### config.mk
export PLATFORM = sky130hd
export DESIGN_NAME = lsrf_ctrl
export DESIGN_NICKNAME = d
export VERILOG_FILES = /design/src/rtl/lsrf_pkg.sv /design/src/rtl/lsrf_ctrl.sv
export SDC_FILE = /design/constraint.sdc
export NUM_CORES = 1
export LEC_CHECK = 0
export ABC_AREA = 1
export BUFFER_PORTS_ARGS = -buffer_cell sky130_fd_sc_hd__clkbuf_2
export CAP_MARGIN = 20
export CORE_MARGIN = 2
export CORE_UTILIZATION = 50
export CTS_BUF_LIST = sky130_fd_sc_hd__clkbuf_4 sky130_fd_sc_hd__clkbuf_8
export CTS_CLUSTER_SIZE = 12
export DETAILED_ROUTE_END_ITERATION = 12
export PLACE_DENSITY = 0.87
export SYNTH_ARGS = -nofsm -noshare
export SYNTH_HDL_FRONTEND = slang
export SYNTH_SLANG_ARGS = --single-unit
### constraint.sdc
create_clock -name clk_i -period 2.3 [get_ports clk_i]
set_input_delay 0.46 -clock clk_i [delete_from_list [all_inputs] [get_ports clk_i]]
set_output_delay 0.46 -clock clk_i [all_outputs]
set_load 0.05 [all_outputs]
### src/rtl/lsrf_pkg.sv
`default_nettype none
package lsrf_pkg;

  localparam int unsigned MAX_SAMPLES_DEF = 256;
  localparam int unsigned FRAC_BITS_DEF   = 16;

  localparam int X_W    = 20;
  localparam int Y_W    = 28;
  localparam int CNT_W  = 9;
  localparam int SX_W   = 28;
  localparam int SY_W   = 36;
  localparam int SXX_W  = 48;
  localparam int SYY_W  = 64;
  localparam int SXY_W  = 56;
  localparam int THR_W  = 16;
  localparam int OUT_W  = 48;
  localparam int CFG_W  = 16;
  localparam int CIDX_W = 1;
  localparam int PROD_W = 2 * Y_W;

  // batch fit widths
  localparam int DXX_W  = 57;
  localparam int DYY_W  = 73;
  localparam int DXY_W  = 65;
  localparam int T1_W   = 94;
  localparam int DEN_W  = 66;
  localparam int MC_W   = 146;
  localparam int MP_W   = 73;
  localparam int R2_SH  = 16;

  localparam logic [CNT_W-1:0] SAMPLE_COUNT_RST  = 9'd200;
  localparam logic [THR_W-1:0] FIT_THRESHOLD_RST = 16'd58982;

  localparam logic [CIDX_W-1:0] CFG_SAMPLE_COUNT  = 1'b0;
  localparam logic [CIDX_W-1:0] CFG_FIT_THRESHOLD = 1'b1;

  typedef enum logic [3:0] {
    ST_IDLE, ST_SQ_Y, ST_XY, ST_SUM_XY, ST_LOAD, ST_RUN, ST_WB, ST_DONE
  } state_e;

  typedef enum logic [3:0] {
    STEP_KXX, STEP_XX, STEP_KYY, STEP_YY, STEP_KXY, STEP_XY, STEP_LHS,
    STEP_TD, STEP_RHS, STEP_SLOPE, STEP_P, STEP_Q, STEP_DEN, STEP_ICPT
  } step_e;

  typedef enum logic [2:0] {
    A_SXX, A_SX, A_SYY, A_SY, A_SXY, A_DXY, A_DXX, A_T1
  } asel_e;

  typedef enum logic [2:0] {
    B_K, B_SX, B_SY, B_DXY, B_DYY, B_THR
  } bsel_e;

  typedef enum logic [3:0] {
    WB_NONE, WB_T1, WB_DXX, WB_DYY, WB_DXY, WB_LHS, WB_OK, WB_NUM, WB_DEN,
    WB_SLOPE, WB_ICPT
  } wb_e;

  typedef enum logic [1:0] {
    ACC_NONE, ACC_XX, ACC_YY, ACC_XY
  } acc_e;

  typedef struct packed {
    logic  sample_load;
    acc_e  acc;
    logic  mul_load;
    asel_e a_sel;
    bsel_e b_sel;
    logic  div_load;
    logic  div_icpt;
    wb_e   wb;
    logic  res_zero;
    logic  out_load;
    logic  clear;
  } cmd_t;

  typedef struct packed {
    logic batch_end;
    logic mul_busy;
    logic div_busy;
    logic dxx_zero;
    logic fit_pass;
  } stat_t;

endpackage
`default_nettype wire

### src/rtl/lsrf_ctrl.sv
`default_nettype none
module lsrf_ctrl import lsrf_pkg::*; (
  input  wire logic  clk_i,
  input  wire logic  rst_ni,
  input  wire logic  in_valid_i,
  output logic       in_stall_o,
  output logic       out_valid_o,
  input  wire logic  out_stall_i,
  input  wire stat_t stat_i,
  output cmd_t       cmd_o
);

  state_e state_q, state_d;
  step_e  step_q, step_d;
  logic   out_valid_q, out_valid_d;

  always_ff @(posedge clk_i or negedge rst_ni) begin
    if (!rst_ni) begin
      state_q     <= ST_IDLE;
      step_q      <= STEP_KXX;
      out_valid_q <= 1'b0;
    end else begin
      state_q     <= state_d;
      step_q      <= step_d;
      out_valid_q <= out_valid_d;
    end
  end

  always_comb begin
    cmd_o       = '0;
    state_d     = state_q;
    step_d      = step_q;
    out_valid_d = out_valid_q && out_stall_i;
    in_stall_o  = 1'b1;
    case (state_q)
      ST_IDLE: begin
        in_stall_o = 1'b0;
        if (in_valid_i) begin
          cmd_o.sample_load = 1'b1;
          state_d           = ST_SQ_Y;
        end
      end
      ST_SQ_Y: begin
        cmd_o.acc = ACC_XX;
        state_d   = ST_XY;
      end
      ST_XY: begin
        cmd_o.acc = ACC_YY;
        state_d   = ST_SUM_XY;
      end
      ST_SUM_XY: begin
        cmd_o.acc = ACC_XY;
        if (stat_i.batch_end) begin
          step_d  = STEP_KXX;
          state_d = ST_LOAD;
        end else begin
          state_d = ST_IDLE;
        end
      end
      ST_LOAD: begin
        state_d = ST_RUN;
        case (step_q)
          STEP_SLOPE: cmd_o.div_load = 1'b1;
          STEP_ICPT: begin
            cmd_o.div_load = 1'b1;
            cmd_o.div_icpt = 1'b1;
          end
          default: cmd_o.mul_load = 1'b1;
        endcase
        case (step_q)
          STEP_KXX: begin cmd_o.a_sel = A_SXX; cmd_o.b_sel = B_K;   end
          STEP_XX:  begin cmd_o.a_sel = A_SX;  cmd_o.b_sel = B_SX;  end
          STEP_KYY: begin cmd_o.a_sel = A_SYY; cmd_o.b_sel = B_K;   end
          STEP_YY:  begin cmd_o.a_sel = A_SY;  cmd_o.b_sel = B_SY;  end
          STEP_KXY: begin cmd_o.a_sel = A_SXY; cmd_o.b_sel = B_K;   end
          STEP_XY:  begin cmd_o.a_sel = A_SX;  cmd_o.b_sel = B_SY;  end
          STEP_LHS: begin cmd_o.a_sel = A_DXY; cmd_o.b_sel = B_DXY; end
          STEP_TD:  begin cmd_o.a_sel = A_DXX; cmd_o.b_sel = B_THR; end
          STEP_RHS: begin cmd_o.a_sel = A_T1;  cmd_o.b_sel = B_DYY; end
          STEP_P:   begin cmd_o.a_sel = A_DXX; cmd_o.b_sel = B_SY;  end
          STEP_Q:   begin cmd_o.a_sel = A_DXY; cmd_o.b_sel = B_SX;  end
          STEP_DEN: begin cmd_o.a_sel = A_DXX; cmd_o.b_sel = B_K;   end
          default:  begin cmd_o.a_sel = A_SXX; cmd_o.b_sel = B_K;   end
        endcase
      end
      ST_RUN: begin
        if (!stat_i.mul_busy && !stat_i.div_busy) state_d = ST_WB;
      end
      ST_WB: begin
        state_d = ST_LOAD;
        case (step_q)
          STEP_KXX: begin cmd_o.wb = WB_T1;  step_d = STEP_XX;  end
          STEP_XX:  begin cmd_o.wb = WB_DXX; step_d = STEP_KYY; end
          STEP_KYY: begin cmd_o.wb = WB_T1;  step_d = STEP_YY;  end
          STEP_YY:  begin cmd_o.wb = WB_DYY; step_d = STEP_KXY; end
          STEP_KXY: begin cmd_o.wb = WB_T1;  step_d = STEP_XY;  end
          STEP_XY:  begin cmd_o.wb = WB_DXY; step_d = STEP_LHS; end
          STEP_LHS: begin
            cmd_o.wb = WB_LHS;
            // no spread in x: nothing to fit
            if (stat_i.dxx_zero) begin
              cmd_o.res_zero = 1'b1;
              state_d        = ST_DONE;
            end else begin
              step_d = STEP_TD;
            end
          end
          STEP_TD:  begin cmd_o.wb = WB_T1; step_d = STEP_RHS; end
          STEP_RHS: begin
            cmd_o.wb = WB_OK;
            step_d   = stat_i.fit_pass ? STEP_SLOPE : STEP_P;
          end
          STEP_SLOPE: begin cmd_o.wb = WB_SLOPE; step_d = STEP_P;    end
          STEP_P:     begin cmd_o.wb = WB_T1;    step_d = STEP_Q;    end
          STEP_Q:     begin cmd_o.wb = WB_NUM;   step_d = STEP_DEN;  end
          STEP_DEN:   begin cmd_o.wb = WB_DEN;   step_d = STEP_ICPT; end
          STEP_ICPT: begin
            cmd_o.wb = WB_ICPT;
            state_d  = ST_DONE;
          end
          default: state_d = ST_DONE;
        endcase
      end
      ST_DONE: begin
        if (!out_valid_q || !out_stall_i) begin
          cmd_o.out_load = 1'b1;
          cmd_o.clear    = 1'b1;
          out_valid_d    = 1'b1;
          state_d        = ST_IDLE;
        end
      end
      default: state_d = ST_IDLE;
    endcase
  end

  assign out_valid_o = out_valid_q;

endmodule
`default_nettype wire

==> flow_summary.yaml, run 1 <==
outcome:
  outcome: "completed"
routing:
  dr_total_vias: 1278
  drtPass1Iterations: 4
  viasPerCell: 5.26
  post_route_drc: 0
  drt-initial-drc-count: 36
  drt-wirelength-per-cell_um: 12.2
  drt-total-wl_mm: 2.96
  antenna_left: 0
critical_path:
  timing.reg2reg.setup_slack_ns: 0.70
  timing_worst_setup_path_type: "reg -> out"
  worst_setup_path_start_kind: "flop"
  critical_path_required_ns: 1.84
  endpoint_kind: "primary output"
  critical_path_arrival_ns: 1.76
  critical_path.max_fanout: 7
timing:
  final-hold-violation-count: 0
  finalClockSkew_ns: 0.00314
  rsz0062_at_grt: "true"
  max_freq_ghz: 0.451
  max_slew.worst_pin.slew_ns: 0.351
  fin_crit_sh_pct: 96.4
  finalCriticalPeriod_ns: 2.22
  final_max_slew_viol_count: 0
  setup_viol: 0
  timing.max_slew.rel_slack_pct: 76.3
clock_network:
  clock_tree.buffer_depth: 2
  clockRootBuffer: "sky130_fd_sc_hd__clkbuf_4"
  cts_htree_levels: 1
  cts_tree: "built"
  cts-hold-fix-buffers: 0
  cts.sink_count: 8
  clk_pin_slew_worst_paths_ns: 0.05
  clock_latency_ns: 0.25
  tritoncts.num_buffers: 3
placed_design:
  place_hpwl_mm: 2.32
  port_buffers: 29
  placed_cell_area_um2: 1340
  place_inst: 239
  globalplace.congestion: 0.940
synth:
  syn-cell-area_um2: 1150
  seq_area_frac_synth_pct: 17.4
  yosys_register_bits: 8
  synth_nets: 195
  synthDistinctLibCells: 27
  syn_area_per_cell_um2: 6.32
  yosys_warnings: 0
  syn-instance-count: 182
finish:
  filler_cell_count: 207
  drive_above_1_share_pct: 37.7
  multi_input_area_um2: 852
  post-route-util_pct: 66.2
  final-seq-area_um2: 204
  final_nets: 230
  area.growth.synth_to_final_pct: 26.0
  final_cell_count_no_fill: 243
  insertedDiodeCount: 0
  postLayoutCellArea_um2: 1450
global_route:
  grt_start_max_net_pins: 10
  grt_pass1_wl_mm: 4.69
  all_layer_gr_usage_pct: 22.9
  antenna_found_initial: 0
  first_global_vias: 1123
  grt-ovfl-total: 0
floorplanning:
  dieArea_um2: 2700
  floorplan.initialDensity_pct: 52.5
  die-width_um: 52.0
  ios: 30
  row_count: 17
  coreArea_um2: 2190
  die_height_um: 52.0
pwr:
  power_leakage_nw: 0.794
  peakVddDrop_mv: 0.647
  power.density_cell_area_nw_per_um2: 853
worst_hold_path:
  hold_removal_path_class: "in -> async"
job:
  maxCapViolCount: 0
-- final timing paths --
check	startpoint	to	cells past startpoint
worst max-delay path	step_q[1]$_DFFE_PN0P_	cmd_o[9]	5
worst max register to register	step_q[0]$_DFFE_PN0P_	step_q[0]$_DFFE_PN0P_	8
max in group asynchronous	rst_ni	step_q[1]$_DFFE_PN0P_	1
worst min register to register	out_valid_o$_DFF_PN0_	out_valid_o$_DFF_PN0_	2
min in group clk_i	out_stall_i	out_valid_o$_DFF_PN0_	3
worst min-delay path	rst_ni	state_q[0]$_DFFE_PN0P_	1
-- worst max-delay path, cell delays in order, from the launching register on --
cell and delay, ns:
sky130_fd_sc_hd__dfrtp_2 0.47, sky130_fd_sc_hd__ha_2 0.33, sky130_fd_sc_hd__nand3_4 0.13, sky130_fd_sc_hd__a31o_2 0.26
sky130_fd_sc_hd__inv_1 0.05, sky130_fd_sc_hd__clkbuf_2 0.26
-- registers in the layout (all words and copies together), names as in the netlist --
register,cells
out_valid_o,1
step_q,4
state_q,3
-- metrics by stage --
stage | setup WS [ns] | power [mW] | TNS, ns | hold WS [ns]
2_1_floorplan | 0.0280 | 0.886 | 0 | 0.164
3_3_place_gp | 0.0788 | 1.06 | 0 | 0.312
3_5_place_dp | 0.0724 | 1.06 | 0 | 0.311
4_1_cts | -0.0219 | 1.19 | -0.0219 | 0.0417
5_1_grt | -0.0238 | 1.33 | -0.0376 | 0.0372
6_report | 0.0834 | 1.24 | 0 | 0.0383
-- power breakdown --
part	total, mW	switching [mW]	internal (mW)
Combinational	0.877	0.615	0.263
Sequential	0.256	0.0718	0.185
Clock	0.103	0.0438	0.0594
Total	1.24	0.730	0.507
-- synth_stat cells --
| library cell | count | area [um^2] |
|---|---|---|
| sky130_fd_sc_hd__nor2_1 | 28 | 105 |
| sky130_fd_sc_hd__o31ai_1 | 1 | 7.51 |
| sky130_fd_sc_hd__nand3_4 | 5 | 87.6 |
| sky130_fd_sc_hd__inv_1 | 26 | 97.6 |
| sky130_fd_sc_hd__nand3_2 | 3 | 30.0 |
| sky130_fd_sc_hd__inv_4 | 1 | 6.26 |
| sky130_fd_sc_hd__a211oi_1 | 1 | 7.51 |
| sky130_fd_sc_hd__nor2_2 | 4 | 25.0 |
| sky130_fd_sc_hd__nor3_1 | 4 | 20.0 |
| sky130_fd_sc_hd__o21ai_0 | 9 | 45.0 |
| sky130_fd_sc_hd__a21oi_1 | 6 | 30.0 |
| sky130_fd_sc_hd__buf_2 | 1 | 5.00 |
| sky130_fd_sc_hd__nor2_4 | 3 | 33.8 |
| sky130_fd_sc_hd__buf_6 | 1 | 11.3 |
| sky130_fd_sc_hd__buf_8 | 1 | 15.0 |
| sky130_fd_sc_hd__nand3_1 | 10 | 50.1 |
| sky130_fd_sc_hd__o21ai_2 | 1 | 8.76 |
| sky130_fd_sc_hd__dfrtp_1 | 8 | 200 |
| sky130_fd_sc_hd__a221oi_1 | 2 | 17.5 |
| sky130_fd_sc_hd__nand4_1 | 3 | 18.8 |
| sky130_fd_sc_hd__nand2_4 | 5 | 56.3 |
| sky130_fd_sc_hd__ha_1 | 4 | 50.1 |
| sky130_fd_sc_hd__nand2_2 | 3 | 18.8 |
| sky130_fd_sc_hd__a31o_2 | 1 | 8.76 |
| sky130_fd_sc_hd__nand2_1 | 45 | 169 |
| sky130_fd_sc_hd__buf_4 | 1 | 7.51 |
| sky130_fd_sc_hd__inv_2 | 5 | 18.8 |
-- timing repair --
item                       in CTS  in global routing
cloned                          0                  0
setup buffers                   0                  1
setup endpoints to repair      12                 13
resized for setup              11                 19
-- cells by family (layout without fill, tap and decap cells) --
family          after synthesis  count (layout)  share of synthesized area, %
compound gates               21              21                          10.9
fa+ha+maj                     4               4                          4.35
buf+inv                      36              69                          14.0
flops                         8               8                          17.4
simple gates                113             113                          53.4
-- layer usage --
metal	vias to the layer above	wire length, um	global-route usage, %
met2	51	1440	39.9
met5	-	0	0
met4	0	85	10.1
met3	9	147	1.72
li1	643	-	-
met1	575	1290	28.6
-- cell usage in the layout, fill, tap and decap left out, drive strengths merged --
| cell type | instances |
|---|---|
| nor2 | 35 |
| nand4 | 3 |
| a21oi | 6 |
| a31o | 1 |
| o21ai | 10 |
| nand3 | 18 |
| clkbuf | 27 |
| inv | 32 |
| a211oi | 1 |
| buf | 10 |
| a221oi | 2 |
| ha | 4 |
| nand2 | 53 |
| nor3 | 4 |
| dfrtp | 8 |
| o31ai | 1 |
-- cell type report --
class,count,area share (%)
Inverter,32,8.63
Multi-Input combinational cell,138,58.8
Sequential cell,8,14.1
Tap cell,28,2.42
Timing Repair Buffer,34,14.6
Clock buffer,3,1.55
Power figures use the tool's default switching activity.
==> inputs of run 2 (changes only) <==
--- a/config.mk
+++ b/config.mk
@@ -5,7 +5,6 @@
 export SDC_FILE = /design/constraint.sdc
 export NUM_CORES = 1
 export LEC_CHECK = 0
-export ABC_AREA = 1
 export BUFFER_PORTS_ARGS = -buffer_cell sky130_fd_sc_hd__clkbuf_2
 export CAP_MARGIN = 20
 export CORE_MARGIN = 2
@@ -13,7 +12,7 @@
 export CTS_BUF_LIST = sky130_fd_sc_hd__clkbuf_4 sky130_fd_sc_hd__clkbuf_8
 export CTS_CLUSTER_SIZE = 12
 export DETAILED_ROUTE_END_ITERATION = 12
-export PLACE_DENSITY = 0.87
+export PLACE_DENSITY = 0.91
 export SYNTH_ARGS = -nofsm -noshare
 export SYNTH_HDL_FRONTEND = slang
 export SYNTH_SLANG_ARGS = --single-unit
==> flow_summary.yaml, run 2 <==
timing:
  fin_tns_setup_ns: 0
  max_slew.worst_pin.slew_ns: 0.479
  max_freq_ghz: 0.449
  setup_viol: 0
  final_max_slew_viol_count: 0
  setup_ws_ns: 0.0714
  fin_crit_sh_pct: 96.9
  finalClockSkew_ns: 0.00183
  finalCriticalPeriod_ns: 2.23
  final-hold-violation-count: 0
  timing.max_slew.rel_slack_pct: 68.1
  hold-worst-slack_ns: 0.0482
synth:
  synthTopCellsByArea: "sky130_fd_sc_hd__dfrtp_1 (23%), sky130_fd_sc_hd__a21oi_1 (9.8%), sky130_fd_sc_hd__nor2_1 (6.0%)"
  seq_area_frac_synth_pct: 23.0
  yosys_warnings: 0
  synthDistinctLibCells: 36
  synth.top_cells.by_count: "sky130_fd_sc_hd__a21oi_1 (17), sky130_fd_sc_hd__nor2_1 (14), sky130_fd_sc_hd__nand2_1 (11)"
  syn-instance-count: 121
  synth_enable_flop_cells: 0
  postSynth.asyncResetShare_pct: 100
  yosys_register_bits: 8
  syn-cell-area_um2: 871
  netlist.area_leader.share_pct: 23.0
  synth_nets: 134
  synth_largest_area_cell: "sky130_fd_sc_hd__dfrtp_1"
  syn_area_per_cell_um2: 7.20
  postSynth.topFlopCell: "sky130_fd_sc_hd__dfrtp_1"
  post-synth-top-count-cell: "sky130_fd_sc_hd__a21oi_1"
clock_network:
  clk_pin_slew_worst_paths_ns: 0.05
  tritoncts.num_buffers: 3
  cts_htree_levels: 1
  cts_tree: "built"
  cts-hold-fix-buffers: 0
  clock_latency_ns: 0.24
  cts.sink_count: 8
  clockRootBuffer: "sky130_fd_sc_hd__clkbuf_4"
  clock_tree.buffer_depth: 2
finish:
  largest_register_ffs: 4
  filler_cell_count: 128
  post-route-util_pct: 68.2
  layout.cells.most_common_list: "sky130_fd_sc_hd__clkbuf_2 (24), sky130_fd_sc_hd__a21oi_1 (16), sky130_fd_sc_hd__nand2_1 (11), sky130_fd_sc_hd__nor2_1 (11)"
  drive_above_1_share_pct: 42.6
  largest-register: "step_q"
  insertedDiodeCount: 0
  final-seq-area_um2: 204
  final_cell_count_no_fill: 165
  layout_commonest_cell: "sky130_fd_sc_hd__clkbuf_2"
  postLayoutCellArea_um2: 1150
  multi_input_area_um2: 696
  area.growth.synth_to_final_pct: 32.3
  final_nets: 163
placed_design:
  place_inst: 162
  placed_cell_area_um2: 1060
  place_hpwl_mm: 1.73
  port_buffers: 29
  placement.setup.worst_slack_ns: 0.132
  globalplace.congestion: 0.887
global_route:
  grt_start_max_net_pins: 19
  first_global_vias: 844
  grt_pass1_wl_mm: 3.48
  grt-ovfl-total: 0
  all_layer_gr_usage_pct: 22.8
  antenna_found_initial: 0
routing:
  drt-initial-drc-count: 53
  antenna_left: 0
  drt-total-wl_mm: 2.37
  viasPerCell: 6.42
  dr_total_vias: 1059
  drt-wirelength-per-cell_um: 14.4
  post_route_drc: 0
  drtPass1Iterations: 4
worst_hold_path:
  hold_removal_path_class: "in -> async"
critical_path:
  timing.critical_path.slowest_cell_delay_ns: 0.63
  r2r_start: "step_q[1]$_DFFE_PN0P_"
  cp_slowest_cell: "sky130_fd_sc_hd__dfrtp_1"
  critical_path.top_delay_family: "flip-flops"
  worst_setup_path_start_kind: "flop"
  timing.reg2reg.setup_slack_ns: 0.45
  worstRegToRegCells: 6
  endpoint_kind: "primary output"
  critical_path_arrival_ns: 1.77
  timing.critical_path.buf_inv: 2
  critical_path.max_fanout: 15
  crit_chain: "buf_4 -> nand2_1 -> a21o_1 -> a31oi_1 -> clkbuf_2"
  critical_path_required_ns: 1.84
  timing_worst_setup_path_type: "reg -> out"
  worstReg2RegEnd: "step_q[2]$_DFFE_PN0P_"
floorplanning:
  coreArea_um2: 1690
  floorplan.initialDensity_pct: 51.6
  ios: 30
  row_count: 15
  die_height_um: 45.7
  die-width_um: 45.7
  dieArea_um2: 2090
pwr:
  peakVddDrop_mv: 0.813
  power.density_cell_area_nw_per_um2: 1740
  finalPower_mw: 2.01
  power_leakage_nw: 0.487
outcome:
  outcome: "completed"
job:
  maxCapViolCount: 0
-- run 2: changes by cell type in the layout (fill, tap and decap cells not counted), moves of 4 or more --
cell	change
sky130_fd_sc_hd__nand2_1	-34
sky130_fd_sc_hd__inv_1	-21
sky130_fd_sc_hd__nor2_1	-17
sky130_fd_sc_hd__a21oi_1	+10
sky130_fd_sc_hd__nand3_1	-6
sky130_fd_sc_hd__nand2_4	-5
sky130_fd_sc_hd__nand3_4	-5
sky130_fd_sc_hd__a31oi_1	+4
sky130_fd_sc_hd__inv_2	-4
sky130_fd_sc_hd__nand2b_1	+4
sky130_fd_sc_hd__nor2_4	-4
-- run 2: worst max path at each step --
stage / slack (ns) / cells past startpoint / from / to
after floorplan: -0.19 / 4 / state_q[1]$_DFFE_PN0P_ / cmd_o[12]
after global placement: 0.22 / 7 / step_q[1]$_DFFE_PN0P_ / cmd_o[5]
after detailed placement: 0.13 / 7 / step_q[1]$_DFFE_PN0P_ / cmd_o[5]
after CTS: 0.001 / 6 / step_q[1]$_DFFE_PN0P_ / cmd_o[11]
after global routing: -0.04 / 6 / step_q[3]$_DFFE_PN0P_ / cmd_o[10]
final: 0.07 / 5 / step_q[3]$_DFFE_PN0P_ / cmd_o[13]
-- run 2: cell families (layout without fill, tap and decap cells) --
family / count (synthesis) / after routing / synth area share, %
buffers and inverters: 15 / 42 / 7.76
AO/OA/AOI/OAI: 41 / 41 / 31.5
flip-flops: 8 / 8 / 23.0
AND/OR/NAND/NOR: 51 / 51 / 29.7
multiplexers: 2 / 2 / 2.30
adder cells (fa/ha/maj): 4 / 4 / 5.75
-- run 2: layout make-up --
class	instances	share of cell area, %
repair buffers	34	16.5
flip-flops and latches	8	17.7
clock buffers	3	1.95
inverters	5	1.63
well taps	17	1.85
multi-input cells	98	60.4
-- run 2: timing repair --
| action | in CTS | in global routing |
|---|---|---|
| buffers inserted | 0 | 0 |
| resized for setup | 5 | 17 |
| setup endpoints to repair | 7 | 11 |
-- run 2: where the power goes --
part	switching (mW)	internal (mW)	total [mW]
sequential	0.166	0.210	0.375
clock	0.0379	0.0590	0.0969
combinational	0.998	0.535	1.53
total	1.20	0.804	2.01
-- run 2: layer usage --
layer  part of all wire [%]  GRT usage (%)  wire [um]
met1                     43           32.1       1020
met2                     50           33.2       1190
met3                    5.0           1.19        119
met4                    2.0           15.4         48
met5                      0              0          0
==> inputs of run 3 (changes only) <==
--- a/config.mk
+++ b/config.mk
@@ -7,12 +7,13 @@
 export LEC_CHECK = 0
 export BUFFER_PORTS_ARGS = -buffer_cell sky130_fd_sc_hd__clkbuf_2
 export CAP_MARGIN = 20
-export CORE_MARGIN = 2
+export CORE_MARGIN = 5
 export CORE_UTILIZATION = 50
 export CTS_BUF_LIST = sky130_fd_sc_hd__clkbuf_4 sky130_fd_sc_hd__clkbuf_8
 export CTS_CLUSTER_SIZE = 12
 export DETAILED_ROUTE_END_ITERATION = 12
-export PLACE_DENSITY = 0.91
+export GPL_TIMING_DRIVEN = 0
+export PLACE_DENSITY = 0.81
 export SYNTH_ARGS = -nofsm -noshare
 export SYNTH_HDL_FRONTEND = slang
 export SYNTH_SLANG_ARGS = --single-unit
==> flow_summary.yaml, run 3 (same netlist as run 2, synthesis figures left out) <==
floorplanning:
  dieArea_um2: 2680
  die-width_um: 51.7
  ios: 30
  die_height_um: 51.7
  floorplan.initialDensity_pct: 51.6
  coreArea_um2: 1690
  row_count: 15
global_route:
  grt-ovfl-total: 0
  antenna_found_initial: 0
  grt_start_max_net_pins: 12
  grt_pass1_wl_mm: 3.88
  all_layer_gr_usage_pct: 19.1
  first_global_vias: 901
clock_network:
  clock_tree.buffer_depth: 2
  cts-hold-fix-buffers: 0
  tritoncts.num_buffers: 3
  clk_pin_slew_worst_paths_ns: 0.05
  cts_tree: "built"
  cts.sink_count: 8
  clockRootBuffer: "sky130_fd_sc_hd__clkbuf_4"
  clock_latency_ns: 0.24
  cts_htree_levels: 1
placed_design:
  port_buffers: 29
  placement.setup.worst_slack_ns: 0.00870
  globalplace.congestion: 0.901
  placed_cell_area_um2: 1070
  place_hpwl_mm: 1.92
  place_inst: 167
routing:
  drtPass1Iterations: 4
  viasPerCell: 5.96
  drt-wirelength-per-cell_um: 14.2
  antenna_left: 0
  dr_total_vias: 1008
  drt-total-wl_mm: 2.40
  drt-initial-drc-count: 19
  post_route_drc: 0
pwr:
  clock_share_of_power_pct: 4.8
  pwr-share-seq_pct: 14.5
  finalPower_mw: 2.00
  power_leakage_nw: 0.518
  power.density_cell_area_nw_per_um2: 1710
  comb_power_share_pct: 80.6
  netSwitchingFraction_pct: 59.9
  peakVddDrop_mv: 1.19
  intPower_mw: 0.799
  power.switching_mw: 1.20
critical_path:
  critical_path.max_fanout: 11
  timing.critical_path.buf_inv: 2
  crit_chain: "inv_1 -> ha_2 -> nor2b_1 -> a211oi_1 -> a211oi_2 -> clkbuf_4"
  timing.critical_path.slowest_cell_delay_ns: 0.44
  cp_slowest_cell: "sky130_fd_sc_hd__dfrtp_2"
  worst_setup_path_start_kind: "flop"
  critical_path_required_ns: 1.84
  critical_path.top_delay_family: "flip-flops"
  critical_path_arrival_ns: 1.80
  endpoint_kind: "primary output"
  timing_worst_setup_path_type: "reg -> out"
timing:
  timing.max_slew.rel_slack_pct: 80.1
  fin_crit_sh_pct: 98.2
  setup_viol: 0
  max_freq_ghz: 0.443
  max_slew.worst_pin.slew_ns: 0.296
  setup_ws_ns: 0.0404
  finalCriticalPeriod_ns: 2.26
  finalClockSkew_ns: 0.000672
  rsz0062_at_grt: "true"
  final_max_slew_viol_count: 0
  final-hold-violation-count: 0
finish:
  layout_commonest_cell: "sky130_fd_sc_hd__clkbuf_2"
  layout.cells.most_common_list: "sky130_fd_sc_hd__clkbuf_2 (21), sky130_fd_sc_hd__a21oi_1 (16), sky130_fd_sc_hd__nor2_1 (11), sky130_fd_sc_hd__clkbuf_4 (10), sky130_fd_sc_hd__nand2_1 (9)"
  postLayoutCellArea_um2: 1160
  final_nets: 167
  post-route-util_pct: 69.0
  area.growth.synth_to_final_pct: 33.8
  final_cell_count_no_fill: 169
  largest-register: "step_q"
  largest_register_ffs: 4
  drive_above_1_share_pct: 42.1
  insertedDiodeCount: 0
worst_hold_path:
  hold_removal_path_class: "in -> async"
outcome:
  outcome: "completed"
job:
  maxCapViolCount: 0
==> run 3: what timing repair did <==
item,4_1_cts,5_1_grt
gates resized for setup,14,18
endpoints found under the setup margin,11,12
buffers inserted,0,0
==> run 3: layout make-up <==
class / instances / area [um^2]
buffer: 9 / 57.6
sequential: 8 / 203
timing repair buffer: 29 / 176
fill: 148 / 524
tap: 17 / 21.3
multi-input combinational: 98 / 666
clock buffer: 3 / 22.5
inverter: 5 / 18.8
==> run 3: worst paths after layout <==
check / startpoint / endpoint / slack, ns / cells past startpoint
worst max-delay path: step_q[1]$_DFFE_PN0P_ / cmd_o[9] / 0.04 / 6
worst min-delay path: rst_ni / state_q[1]$_DFFE_PN0P_ / 0.05 / 1
worst max register to register: step_q[1]$_DFFE_PN0P_ / step_q[2]$_DFFE_PN0P_ / 0.42 / 6
worst min register to register: out_valid_o$_DFF_PN0_ / out_valid_o$_DFF_PN0_ / 0.58 / 2
max in group asynchronous: rst_ni / step_q[1]$_DFFE_PN0P_ / 2.08 / 1
min in group clk_i: out_stall_i / out_valid_o$_DFF_PN0_ / 0.50 / 3
==> run 3: stage by stage <==
| step | hold slack, ns | TNS (ns) |
|---|---|---|
| after CTS | 0.0412 | 0 |
| final | 0.0468 | 0 |
| after floorplan | 0.164 | -0.232 |
| after global routing | 0.0398 | -0.0515 |
| after global placement | 0.302 | 0 |
| after detailed placement | 0.303 | 0 |
==> run 3: per-layer routing <==
layer	track usage (%)	routed length [um]	vias up
met4	8.30	40	0
met2	33.3	1210	25
met5	0	0	-
met3	2.29	93	4
met1	23.4	1050	483
li1	-	-	496
==> run 3: power groups by stage <==
stage	clock network (mW)	logic, mW	registers (mW)
detailed placement	0	1.49	0.280
global route	0.111	1.73	0.301
floorplan	0	1.19	0.293
CTS	0.102	1.55	0.280
global placement	0	1.47	0.276
finish	0.0961	1.61	0.290
==> run 3: worst reg2reg max path: stages (launching register included) <==
cell	delay, ns
sky130_fd_sc_hd__dfrtp_2	0.41
sky130_fd_sc_hd__inv_1	0.09
sky130_fd_sc_hd__ha_2	0.26
sky130_fd_sc_hd__or4_4	0.56
sky130_fd_sc_hd__o221ai_4	0.11
sky130_fd_sc_hd__o22ai_4	0.13
sky130_fd_sc_hd__a31oi_1	0.23
